`config.mk`:
```
export PLATFORM = sky130hd
export DESIGN_NAME = hall_odometer_speed_pid_top_flat
export DESIGN_NICKNAME = d
export VERILOG_FILES = /design/src/hw/rtl/hosp_pkg.sv /design/src/hw/rtl/hosp_if.sv /design/src/hw/rtl/hall_odometer_speed_pid_top.sv /design/src/flat_wrapper.sv
export SDC_FILE = /design/constraint.sdc
export NUM_CORES = 2
export LEC_CHECK = 0
export BUFFER_PORTS_ARGS = -buffer_cell sky130_fd_sc_hd__buf_2
export CORE_MARGIN = 1.5
export CORE_UTILIZATION = 27
export CTS_BUF_LIST = sky130_fd_sc_hd__clkbuf_16
export DETAILED_ROUTE_END_ITERATION = 7
export GPL_TIMING_DRIVEN = 0
export SLEW_MARGIN = 20
export SYNTH_ARGS = -nofsm -noshare
export SYNTH_HDL_FRONTEND = slang
export SYNTH_SLANG_ARGS = --single-unit
```
`constraint.sdc`:
```
create_clock -name clk_i -period 12.9 [get_ports clk_i]
set_input_delay 0.645 -clock clk_i [delete_from_list [all_inputs] [get_ports clk_i]]
set_output_delay 0.645 -clock clk_i [all_outputs]
set_load 0.02 [all_outputs]
```
`src/hw/rtl/hosp_pkg.sv`:
```
// ----------------------------------------------------------------------------
// hosp_pkg
// shared widths, register indexes and controller state codes for the hall
// odometer speed estimator
// ----------------------------------------------------------------------------
`default_nettype none

package hosp_pkg;

  localparam int unsigned CODE_W   = 3;
  localparam int unsigned TIME_W   = 32;
  localparam int unsigned SPEED_W  = 21;
  localparam int unsigned ODO_W    = 32;
  localparam int unsigned GAIN_W   = 16;
  localparam int unsigned MAP_W    = 18;
  localparam int unsigned CFG_IDX_W  = 3;
  localparam int unsigned CFG_DATA_W = 32;

  localparam int unsigned SCALE_BITS  = 20;
  localparam logic [SCALE_BITS-1:0] SPEED_SCALE = 20'd1000000;

  localparam logic [TIME_W-1:0] TIMEOUT_RESET = 32'd19000;

  typedef enum logic [CFG_IDX_W-1:0] {
    CFG_HALL_MAP     = 3'd0,
    CFG_TARGET_SPEED = 3'd1,
    CFG_GAIN_P       = 3'd2,
    CFG_GAIN_I       = 3'd3,
    CFG_GAIN_D       = 3'd4,
    CFG_COMMAND_MAX  = 3'd5,
    CFG_COMMAND_MIN  = 3'd6,
    CFG_STALL_TIMEOUT = 3'd7
  } cfg_idx_e;

  typedef enum logic [6:0] {
    ST_IDLE = 7'b0000001,
    ST_EVAL = 7'b0000010,
    ST_DIV  = 7'b0000100,
    ST_ERR  = 7'b0001000,
    ST_MUL  = 7'b0010000,
    ST_UPD  = 7'b0100000,
    ST_OUT  = 7'b1000000
  } state_e;

endpackage

`default_nettype wire

```
`src/hw/rtl/hosp_if.sv`:
```
// ----------------------------------------------------------------------------
// hosp channel interfaces
// hall event input, result output and configuration write channels
// ----------------------------------------------------------------------------
`default_nettype none

interface hosp_in_if import hosp_pkg::*; ();
  logic                valid;
  logic                ready;
  logic [CODE_W-1:0]   hall_code;
  logic [TIME_W-1:0]   time_us;
  modport source (output valid, hall_code, time_us, input ready);
  modport sink   (input valid, hall_code, time_us, output ready);
endinterface

interface hosp_out_if import hosp_pkg::*; ();
  logic                       valid;
  logic                       ready;
  logic signed [SPEED_W-1:0]  command_speed;
  logic signed [SPEED_W-1:0]  measured_speed;
  logic signed [ODO_W-1:0]    odometer;
  logic                       fault;
  modport source (output valid, command_speed, measured_speed, odometer, fault,
                  input ready);
  modport sink   (input valid, command_speed, measured_speed, odometer, fault,
                  output ready);
endinterface

interface hosp_cfg_if import hosp_pkg::*; ();
  logic                   valid;
  logic                   ready;
  logic [CFG_IDX_W-1:0]   index;
  logic [CFG_DATA_W-1:0]  data;
  modport source (output valid, index, data, input ready);
  modport sink   (input valid, index, data, output ready);
endinterface

`default_nettype wire

```
`src/hw/rtl/hall_odometer_speed_pid_top.sv`:
```
// ----------------------------------------------------------------------------
// hall_odometer_speed_pid_top
// hall sector tracker, odometer, bit-serial speed divider and PID command
// ----------------------------------------------------------------------------
// usage:
//   hall_i carries one hall event per transaction (code and microsecond time).
//   result_o carries zero or one result per event: command, measured speed,
//   odometer and fault flag. cfg_i writes one register per transaction and is
//   always ready; write it only while the block is idle.
// sequencing:
//   one event at a time. a sector step runs a restoring divider that makes
//   one quotient bit per cycle, then the PID runs its three products through
//   one shared 16x31 multiplier. zero-gap steps and stall timeouts skip the
//   divider; fault results and events without result skip the divider and PID.
// reset:
//   all state and registers clear, stall timeout loads 19000, no sector seen.
// stall:
//   the result register holds until taken; a finished event waits in its
//   output state, and hall_i.ready stays low until the controller is back in
//   idle.
// ----------------------------------------------------------------------------
`default_nettype none

module hall_odometer_speed_pid_top import hosp_pkg::*; #(
  parameter int unsigned TIME_BITS      = 32,
  parameter int unsigned GAIN_FRAC_BITS = 12
) (
  input  wire          clk_i,
  input  wire          rst_ni,
  hosp_in_if.sink      hall_i,
  hosp_out_if.source   result_o,
  hosp_cfg_if.sink     cfg_i
);

  localparam int unsigned ERR_W  = SPEED_W + 1;
  localparam int unsigned DIFF_W = SPEED_W + 2;
  localparam int unsigned INT_W  = 30;
  localparam int unsigned OPB_W  = 31;
  localparam int unsigned PROD_W = GAIN_W + OPB_W;
  localparam int unsigned ACC_W  = 56;
  localparam int unsigned IUP_W  = 42;
  localparam int unsigned CORR_SHIFT = GAIN_FRAC_BITS + 8;

  // configuration registers
  logic [MAP_W-1:0]          hall_map_q;
  logic signed [SPEED_W-1:0] target_q, cmd_max_q, cmd_min_q;
  logic signed [GAIN_W-1:0]  gain_p_q, gain_i_q, gain_d_q;
  logic [TIME_W-1:0]         timeout_q;

  // tracker and controller state
  state_e                    state_q;
  logic [2:0]                prev_sector_q;
  logic                      seen_q;
  logic [TIME_BITS-1:0]      last_time_q;
  logic signed [SPEED_W-1:0] speed_q;
  logic [ODO_W-1:0]          count_q;
  logic signed [SPEED_W-1:0] cmd_q;
  logic signed [ERR_W-1:0]   err_prev_q;
  logic signed [INT_W-1:0]   integ_q;
  logic                      started_q;

  // per event
  logic [CODE_W-1:0]         code_q;
  logic [TIME_BITS-1:0]      now_q;
  logic [TIME_BITS-1:0]      gap_q;
  logic                      neg_q;
  logic                      fault_q;

  // divider
  logic [TIME_BITS:0]        rem_q;
  logic [SCALE_BITS-1:0]     dvd_q;
  logic [SCALE_BITS-1:0]     quo_q;
  logic [4:0]                dcnt_q;

  // pid datapath
  logic signed [ERR_W-1:0]   err_q;
  logic signed [DIFF_W-1:0]  diff_q;
  logic signed [PROD_W-1:0]  prod_q;
  logic                      prod_sh_q;
  logic signed [ACC_W-1:0]   acc_q;
  logic [1:0]                mcnt_q;

  // result register
  logic                      out_valid_q;
  logic signed [SPEED_W-1:0] out_cmd_q, out_speed_q;
  logic [ODO_W-1:0]          out_odo_q;
  logic                      out_fault_q;

  function automatic logic signed [SPEED_W-1:0] clamp_cmd(
    input logic signed [ACC_W-1:0] c,
    input logic signed [SPEED_W-1:0] hi,
    input logic signed [SPEED_W-1:0] lo
  );
    logic signed [ACC_W-1:0] r;
    logic signed [ACC_W-1:0] hi_x;
    logic signed [ACC_W-1:0] lo_x;
    hi_x = ACC_W'(hi);
    lo_x = ACC_W'(lo);
    r = c;
    if (r > hi_x) r = hi_x;
    if (r < lo_x) r = lo_x;
    return r[SPEED_W-1:0];
  endfunction

  // event decode
  logic [2:0]           sector;
  logic                 code_ok;
  logic [TIME_BITS-1:0] gap;
  logic                 fwd, bwd;

  always_comb begin
    case (code_q)
      3'd1:    sector = hall_map_q[2:0];
      3'd2:    sector = hall_map_q[5:3];
      3'd3:    sector = hall_map_q[8:6];
      3'd4:    sector = hall_map_q[11:9];
      3'd5:    sector = hall_map_q[14:12];
      3'd6:    sector = hall_map_q[17:15];
      default: sector = 3'd0;
    endcase
    code_ok = (code_q != 3'd0) && (code_q != 3'd7) && (sector <= 3'd5);
    gap = now_q - last_time_q;
    fwd = (sector == prev_sector_q + 3'd1) || ((sector == 3'd0) && (prev_sector_q == 3'd5));
    bwd = ({1'b0, sector} + 4'd1 == {1'b0, prev_sector_q})
          || ((sector == 3'd5) && (prev_sector_q == 3'd0));
  end

  // divider step
  logic [TIME_BITS:0] trial;
  logic [TIME_BITS:0] trial_sub;
  logic               trial_ge;
  assign trial     = {rem_q[TIME_BITS-1:0], dvd_q[SCALE_BITS-1]};
  assign trial_ge  = trial >= {1'b0, gap_q};
  assign trial_sub = trial - {1'b0, gap_q};

  // shared multiplier
  logic signed [GAIN_W-1:0] mul_a;
  logic signed [OPB_W-1:0]  mul_b;
  logic signed [PROD_W-1:0] mul_p;
  always_comb begin
    case (mcnt_q)
      2'd0: begin
        mul_a = gain_p_q;
        mul_b = OPB_W'(err_q);
      end
      2'd1: begin
        mul_a = gain_d_q;
        mul_b = OPB_W'(diff_q);
      end
      default: begin
        mul_a = gain_i_q;
        mul_b = OPB_W'(integ_q);
      end
    endcase
  end
  assign mul_p = mul_a * mul_b;

  logic signed [ACC_W-1:0] prod_x;
  assign prod_x = prod_sh_q ? (ACC_W'(prod_q) <<< 8) : ACC_W'(prod_q);

  // end of pid
  logic signed [ACC_W-1:0] corr;
  logic signed [ACC_W-1:0] cmd_raw;
  logic signed [IUP_W-1:0] integ_x;
  logic signed [IUP_W-1:0] err_x;
  logic signed [IUP_W-1:0] integ_sum;
  assign corr      = acc_q >>> CORR_SHIFT;
  assign cmd_raw   = ACC_W'(cmd_q) - corr;
  assign integ_x   = IUP_W'(integ_q);
  assign err_x     = IUP_W'(err_q);
  assign integ_sum = (integ_x <<< 8) - (integ_x <<< 4) - (integ_x <<< 3) - (integ_x <<< 1)
                     + (((err_x <<< 4) + (err_x <<< 3) + (err_x <<< 1)) <<< 8);

  logic signed [ERR_W-1:0] err_now;
  assign err_now = ERR_W'(target_q) - ERR_W'(speed_q);

  logic signed [SPEED_W-1:0] quo_s;
  assign quo_s = SPEED_W'(quo_q);

  logic out_free;
  assign out_free = !out_valid_q || result_o.ready;

  assign hall_i.ready  = (state_q == ST_IDLE);
  assign cfg_i.ready   = 1'b1;
  assign result_o.valid          = out_valid_q;
  assign result_o.command_speed  = out_cmd_q;
  assign result_o.measured_speed = out_speed_q;
  assign result_o.odometer       = out_odo_q;
  assign result_o.fault          = out_fault_q;

  // configuration
  always_ff @(posedge clk_i or negedge rst_ni) begin
    if (!rst_ni) begin
      hall_map_q <= '0;
      target_q   <= '0;
      gain_p_q   <= '0;
      gain_i_q   <= '0;
      gain_d_q   <= '0;
      cmd_max_q  <= '0;
      cmd_min_q  <= '0;
      timeout_q  <= TIMEOUT_RESET;
    end else if (cfg_i.valid) begin
      case (cfg_idx_e'(cfg_i.index))
        CFG_HALL_MAP:      hall_map_q <= cfg_i.data[MAP_W-1:0];
        CFG_TARGET_SPEED:  target_q   <= cfg_i.data[SPEED_W-1:0];
        CFG_GAIN_P:        gain_p_q   <= cfg_i.data[GAIN_W-1:0];
        CFG_GAIN_I:        gain_i_q   <= cfg_i.data[GAIN_W-1:0];
        CFG_GAIN_D:        gain_d_q   <= cfg_i.data[GAIN_W-1:0];
        CFG_COMMAND_MAX:   cmd_max_q  <= cfg_i.data[SPEED_W-1:0];
        CFG_COMMAND_MIN:   cmd_min_q  <= cfg_i.data[SPEED_W-1:0];
        CFG_STALL_TIMEOUT: timeout_q  <= cfg_i.data[TIME_W-1:0];
        default: ;
      endcase
    end
  end

  // controller
  always_ff @(posedge clk_i or negedge rst_ni) begin
    if (!rst_ni) begin
      state_q       <= ST_IDLE;
      prev_sector_q <= '0;
      seen_q        <= 1'b0;
      last_time_q   <= '0;
      speed_q       <= '0;
      count_q       <= '0;
      cmd_q         <= '0;
      err_prev_q    <= '0;
      integ_q       <= '0;
      started_q     <= 1'b0;
      out_valid_q   <= 1'b0;
      fault_q       <= 1'b0;
      neg_q         <= 1'b0;
      dcnt_q        <= '0;
      mcnt_q        <= '0;
      code_q        <= '0;
      now_q         <= '0;
      gap_q         <= '0;
      rem_q         <= '0;
      dvd_q         <= '0;
      quo_q         <= '0;
      err_q         <= '0;
      diff_q        <= '0;
      prod_q        <= '0;
      prod_sh_q     <= 1'b0;
      acc_q         <= '0;
      out_cmd_q     <= '0;
      out_speed_q   <= '0;
      out_odo_q     <= '0;
      out_fault_q   <= 1'b0;
    end else begin
      if (state_q == ST_OUT && out_free) begin
        out_valid_q <= 1'b1;
      end else if (result_o.ready) begin
        out_valid_q <= 1'b0;
      end
      if (cfg_i.valid && cfg_idx_e'(cfg_i.index) == CFG_TARGET_SPEED) begin
        cmd_q <= clamp_cmd(ACC_W'($signed(cfg_i.data[SPEED_W-1:0])), cmd_max_q, cmd_min_q);
      end
      case (state_q)
        ST_IDLE: begin
          if (hall_i.valid) begin
            code_q  <= hall_i.hall_code;
            now_q   <= hall_i.time_us[TIME_BITS-1:0];
            state_q <= ST_EVAL;
          end
        end
        ST_EVAL: begin
          gap_q <= gap;
          if (!code_ok) begin
            fault_q <= 1'b1;
            state_q <= ST_OUT;
          end else if (!seen_q) begin
            seen_q        <= 1'b1;
            prev_sector_q <= sector;
            last_time_q   <= now_q;
            state_q       <= ST_IDLE;
          end else if (sector == prev_sector_q) begin
            if (TIME_W'(gap) > timeout_q) begin
              fault_q     <= 1'b0;
              speed_q     <= '0;
              last_time_q <= now_q;
              state_q     <= ST_ERR;
            end else begin
              state_q     <= ST_IDLE;
            end
          end else if (fwd || bwd) begin
            fault_q       <= 1'b0;
            prev_sector_q <= sector;
            last_time_q   <= now_q;
            neg_q         <= bwd;
            count_q       <= fwd ? count_q + ODO_W'(1) : count_q - ODO_W'(1);
            if (gap == '0) begin
              speed_q <= bwd ? -SPEED_W'(SPEED_SCALE) : SPEED_W'(SPEED_SCALE);
              state_q <= ST_ERR;
            end else begin
              rem_q   <= '0;
              dvd_q   <= SPEED_SCALE;
              dcnt_q  <= '0;
              state_q <= ST_DIV;
            end
          end else begin
            prev_sector_q <= sector;
            last_time_q   <= now_q;
            fault_q       <= 1'b1;
            state_q       <= ST_OUT;
          end
        end
        ST_DIV: begin
          rem_q  <= trial_ge ? trial_sub : trial;
          quo_q  <= {quo_q[SCALE_BITS-2:0], trial_ge};
          dvd_q  <= {dvd_q[SCALE_BITS-2:0], 1'b0};
          dcnt_q <= dcnt_q + 5'd1;
          if (dcnt_q == 5'(SCALE_BITS - 1)) begin
            state_q <= ST_ERR;
          end
        end
        ST_ERR: begin
          if (dcnt_q == 5'(SCALE_BITS)) begin
            speed_q <= neg_q ? -quo_s : quo_s;
            dcnt_q  <= '0;
          end else begin
            err_q   <= err_now;
            diff_q  <= started_q ? DIFF_W'(err_now) - DIFF_W'(err_prev_q) : '0;
            acc_q   <= '0;
            mcnt_q  <= '0;
            state_q <= ST_MUL;
          end
        end
        ST_MUL: begin
          if (mcnt_q != 2'd0) acc_q <= acc_q + prod_x;
          prod_q    <= mul_p;
          prod_sh_q <= (mcnt_q != 2'd2);
          mcnt_q    <= mcnt_q + 2'd1;
          if (mcnt_q == 2'd3) state_q <= ST_UPD;
        end
        ST_UPD: begin
          cmd_q      <= clamp_cmd(cmd_raw, cmd_max_q, cmd_min_q);
          integ_q    <= INT_W'(integ_sum >>> 8);
          err_prev_q <= err_q;
          started_q  <= 1'b1;
          state_q    <= ST_OUT;
        end
        ST_OUT: begin
          if (out_free) begin
            out_cmd_q   <= cmd_q;
            out_speed_q <= speed_q;
            out_odo_q   <= count_q;
            out_fault_q <= fault_q;
            state_q     <= ST_IDLE;
          end
        end
        default: state_q <= ST_IDLE;
      endcase
    end
  end

endmodule

`default_nettype wire
```
`src/flat_wrapper.sv`:
```
// flat-port wrapper written by rule: the top's interface ports become plain ports
module hall_odometer_speed_pid_top_flat import hosp_pkg::*;
#(
  parameter int unsigned TIME_BITS      = 32,
  parameter int unsigned GAIN_FRAC_BITS = 12
)
  (clk_i, rst_ni, hall_i_valid, hall_i_hall_code, hall_i_time_us, hall_i_ready, result_o_valid, result_o_command_speed, result_o_measured_speed, result_o_odometer, result_o_fault, result_o_ready, cfg_i_valid, cfg_i_index, cfg_i_data, cfg_i_ready);
  hosp_in_if hall_i_i ();
  hosp_out_if result_o_i ();
  hosp_cfg_if cfg_i_i ();
  input  wire clk_i;
  input  wire rst_ni;
  input wire logic [$bits(hall_i_i.valid)-1:0] hall_i_valid;
  input wire logic [$bits(hall_i_i.hall_code)-1:0] hall_i_hall_code;
  input wire logic [$bits(hall_i_i.time_us)-1:0] hall_i_time_us;
  output wire logic [$bits(hall_i_i.ready)-1:0] hall_i_ready;
  output wire logic [$bits(result_o_i.valid)-1:0] result_o_valid;
  output wire logic [$bits(result_o_i.command_speed)-1:0] result_o_command_speed;
  output wire logic [$bits(result_o_i.measured_speed)-1:0] result_o_measured_speed;
  output wire logic [$bits(result_o_i.odometer)-1:0] result_o_odometer;
  output wire logic [$bits(result_o_i.fault)-1:0] result_o_fault;
  input wire logic [$bits(result_o_i.ready)-1:0] result_o_ready;
  input wire logic [$bits(cfg_i_i.valid)-1:0] cfg_i_valid;
  input wire logic [$bits(cfg_i_i.index)-1:0] cfg_i_index;
  input wire logic [$bits(cfg_i_i.data)-1:0] cfg_i_data;
  output wire logic [$bits(cfg_i_i.ready)-1:0] cfg_i_ready;
  assign hall_i_i.valid = hall_i_valid;
  assign hall_i_i.hall_code = hall_i_hall_code;
  assign hall_i_i.time_us = hall_i_time_us;
  assign hall_i_ready = hall_i_i.ready;
  assign result_o_valid = result_o_i.valid;
  assign result_o_command_speed = result_o_i.command_speed;
  assign result_o_measured_speed = result_o_i.measured_speed;
  assign result_o_odometer = result_o_i.odometer;
  assign result_o_fault = result_o_i.fault;
  assign result_o_i.ready = result_o_ready;
  assign cfg_i_i.valid = cfg_i_valid;
  assign cfg_i_i.index = cfg_i_index;
  assign cfg_i_i.data = cfg_i_data;
  assign cfg_i_ready = cfg_i_i.ready;
  hall_odometer_speed_pid_top #(.TIME_BITS(TIME_BITS), .GAIN_FRAC_BITS(GAIN_FRAC_BITS)) u_core (.clk_i(clk_i), .rst_ni(rst_ni), .hall_i(hall_i_i), .result_o(result_o_i), .cfg_i(cfg_i_i));
endmodule
```
==> flow_summary.ini <==
[layout]
nFillCells = 25185
regArea_sq_um = 17500
multi_input_comb_area_sq_um = 43400
regMostFlops = u_core.acc_q
largest_reg_flops = 56
syn_to_final_growth_pct = 12.2
layout-drive-gt1-share_pct = 9.20
reg_top3 = u_core.acc_q (56), u_core.prod_q (47)
final_util_pct = 30.5
fin_nets = 8670

[synthesis]
synth.area.top_cells = dfrtp_1 26%, fa_1 18%, ha_1 11%
seq_area_frac_synth_pct = 26.8
synth_edf_count = 0
synthArstFlopShare_pct = 100
synth_cell_types = 95
syn_area_per_cell_sq_um = 9.06
syn-num-nets = 8422
yosys_warnings = 0
synth-seq-cells = 698
yosysTopAreaCellShare_pct = 26.5
netlist_area_sq_um = 65300
synth_area_leader_cell = dfrtp_1
synth_cells = 7205
synthFlopType = dfrtp_1

[route]
first_pass_iters = 8
via_per_inst = 4.97
routed_wl_um = 213000
drc = 0
vias = 53219
first_iter_violations = 4236
routedWlPerCell_um = 19.9
antenna_left = 0

[clock_network]
postCtsSetupRepairBufs = 0
cts_tree = yes
root_buffer = clkbuf_16
htree_num_levels = 3
cts_hold_buf = 1
numCtsBuffers = 84
clk_latency_ns = 0.72
cts_resized = 0
cts_buffer_depth = 3
clk_pin_slew_ns = 0.06
cts_sinks = 698

[setup_path]
cp_top_family = compound AO/OA/AOI/OAI gates
crit_arrival_ns = 12.81
rr_worst_depth = 42
slowest_delay_ns = 0.77
path_buf_inv = 4
rr_startpoint = u_core.acc_q[20]
required_ns = 13.47
crit_top_cell = o21ai_0
critPathCaptureType = flop
r2r_setup_slack_ns = 0.66
path_class = reg -> reg
crit_fanout = 10
r2r_end = u_core.cmd_q[0]
crit_path_top_delay_cell = a21oi_1
start_kind = flop

[timing]
slew_violations = 0
rsz0062_at_grt = no
relSlewSlack_pct = 18.8
setup_viol = 0
final_hold_viol_count = 0
max_freq_mhz = 81.7
period_needed_ns = 12.24
tightest_slew_ns = 1.21
final.setup.tns_ns = 0
fin_skew_ns = 0.0686
finalCritPeriodShare_pct = 94.9
finalWorstSetupSlack_ns = 0.661

[place]
routabilityCongestion = 0.953
preCtsSetupSlack_ns = 0.905
io_buffers = 149
hpwl_um = 174000

[grt]
grt.total_usage_pct = 17.3
grt_pass1_wl_um = 327000
first_global_vias = 53772
grt-ovfl-total = 0
grt_start_max_net_pins = 90
antenna_found_initial = 13

[job]
maxCapViolations = 0

[floorplanning]
start_util_pct = 27.1
io_pins = 153
core_sq_um = 241000
rows = 180
die_y_um = 495
die-area_sq_um = 245000
die_w_um = 495

[worst_hold_path]
worstHoldPathCells = 2
min_from = hall_i_time_us[31]
hold_end = u_core.now_q[31]
hold_class = in -> reg

[outcome]
status = finished, final reports clean
cell usage after synthesis, drive strengths merged (130+ instances only):
library cell	instances
nand2	1111
mux2	288
nor2	397
ha	569
fa	573
xor2	130
a21o	237
xnor2	183
dfrtp	691
clkbuf	222
inv	895
o21ai	518
a21oi	373
logic make-up after synthesis:
family | synth area share (%)
compound gates | 14.8
flops | 26.8
mux | 5.47
xor+xnor | 4.20
simple gates | 13.5
fa+ha+maj | 28.5
other cells | 0.00574
buf+inv | 6.77
area by class of cell:
class                   count  area share, %
inverters                 895           4.59
diodes                      6         0.0205
flip-flops and latches    698           23.9
plain buffers             266           1.45
clock inverters            69          0.980
well taps                3185           5.44
repair buffers            162           1.42
clock buffers              86           2.94
multi-input cells        5346           59.3
through the flow:
stage / cells / area [sq um] / hold WS (ns)
after global placement: 10539 / 70000 / 0.452
after CTS: 10707 / 73200 / 0.0993
after detailed placement: 10551 / 70300 / 0.448
final: 10713 / 73300 / 0.155
after global routing: 10712 / 73200 / 0.140
after floorplan: 7205 / 65300 / 0.349
layout by cell type, fill, tap and decap left out, types with 26 or more instances in the layout:
cell type | synthesis | final
nand2_1 | 1111 | 1111
inv_1 | 895 | 900
dfrtp_1 | 691 | 691
fa_1 | 573 | 573
ha_1 | 569 | 569
o21ai_0 | 510 | 510
nor2_1 | 397 | 397
a21oi_1 | 372 | 361
mux2_2 | 288 | 288
a21o_1 | 237 | 237
clkbuf_1 | 220 | 216
xnor2_1 | 183 | 183
buf_2 | 12 | 161
xor2_1 | 130 | 130
nand3_1 | 100 | 100
clkbuf_16 | 0 | 86
nand2b_1 | 71 | 71
nor3_1 | 68 | 67
nor2b_1 | 59 | 59
nand4_1 | 57 | 57
a22o_1 | 54 | 54
o21a_1 | 44 | 44
a211oi_1 | 37 | 37
mux2i_1 | 33 | 33
and2_1 | 31 | 31
o21bai_1 | 30 | 30
and3_1 | 27 | 27
a31o_2 | 26 | 26
worst max path at each step:
stage / startpoint / endpoint / slack (ns) / depth (start not counted)
2_1_floorplan: u_core.acc_q[20] / u_core.cmd_q[17] / 3.77 / 43
3_3_place_gp: rst_ni / u_core.acc_q[8] / -4.06 / 1
3_5_place_dp: u_core.acc_q[20] / u_core.cmd_q[17] / 0.91 / 43
4_1_cts: u_core.acc_q[20] / u_core.cmd_q[0] / 0.86 / 43
5_1_grt: u_core.acc_q[20] / u_core.cmd_q[0] / 0.11 / 43
6_report: u_core.acc_q[20] / u_core.cmd_q[0] / 0.66 / 42
routing by layer:
layer	track usage, %	up-vias	routed length (um)
li1	-	24580	-
met1	23.2	26758	94100
met2	28.3	1586	99500
met3	2.71	293	13000
met4	5.52	2	6710
met5	0	-	20
worst reg2reg max path, delay by kind of cell, from the launching register on:
kind	cells	cell delay [ns]
adders and majority gates	4	1.20
muxes	1	0.45
buffers and inverters	4	1.26
DFF	1	0.54
and+or+nand+nor	15	3.85
AOI/OAI and AO/OA	18	4.77
Power is not shown: default switching activity piles up to over one toggle a cycle in this logic, so the estimate is an artifact.
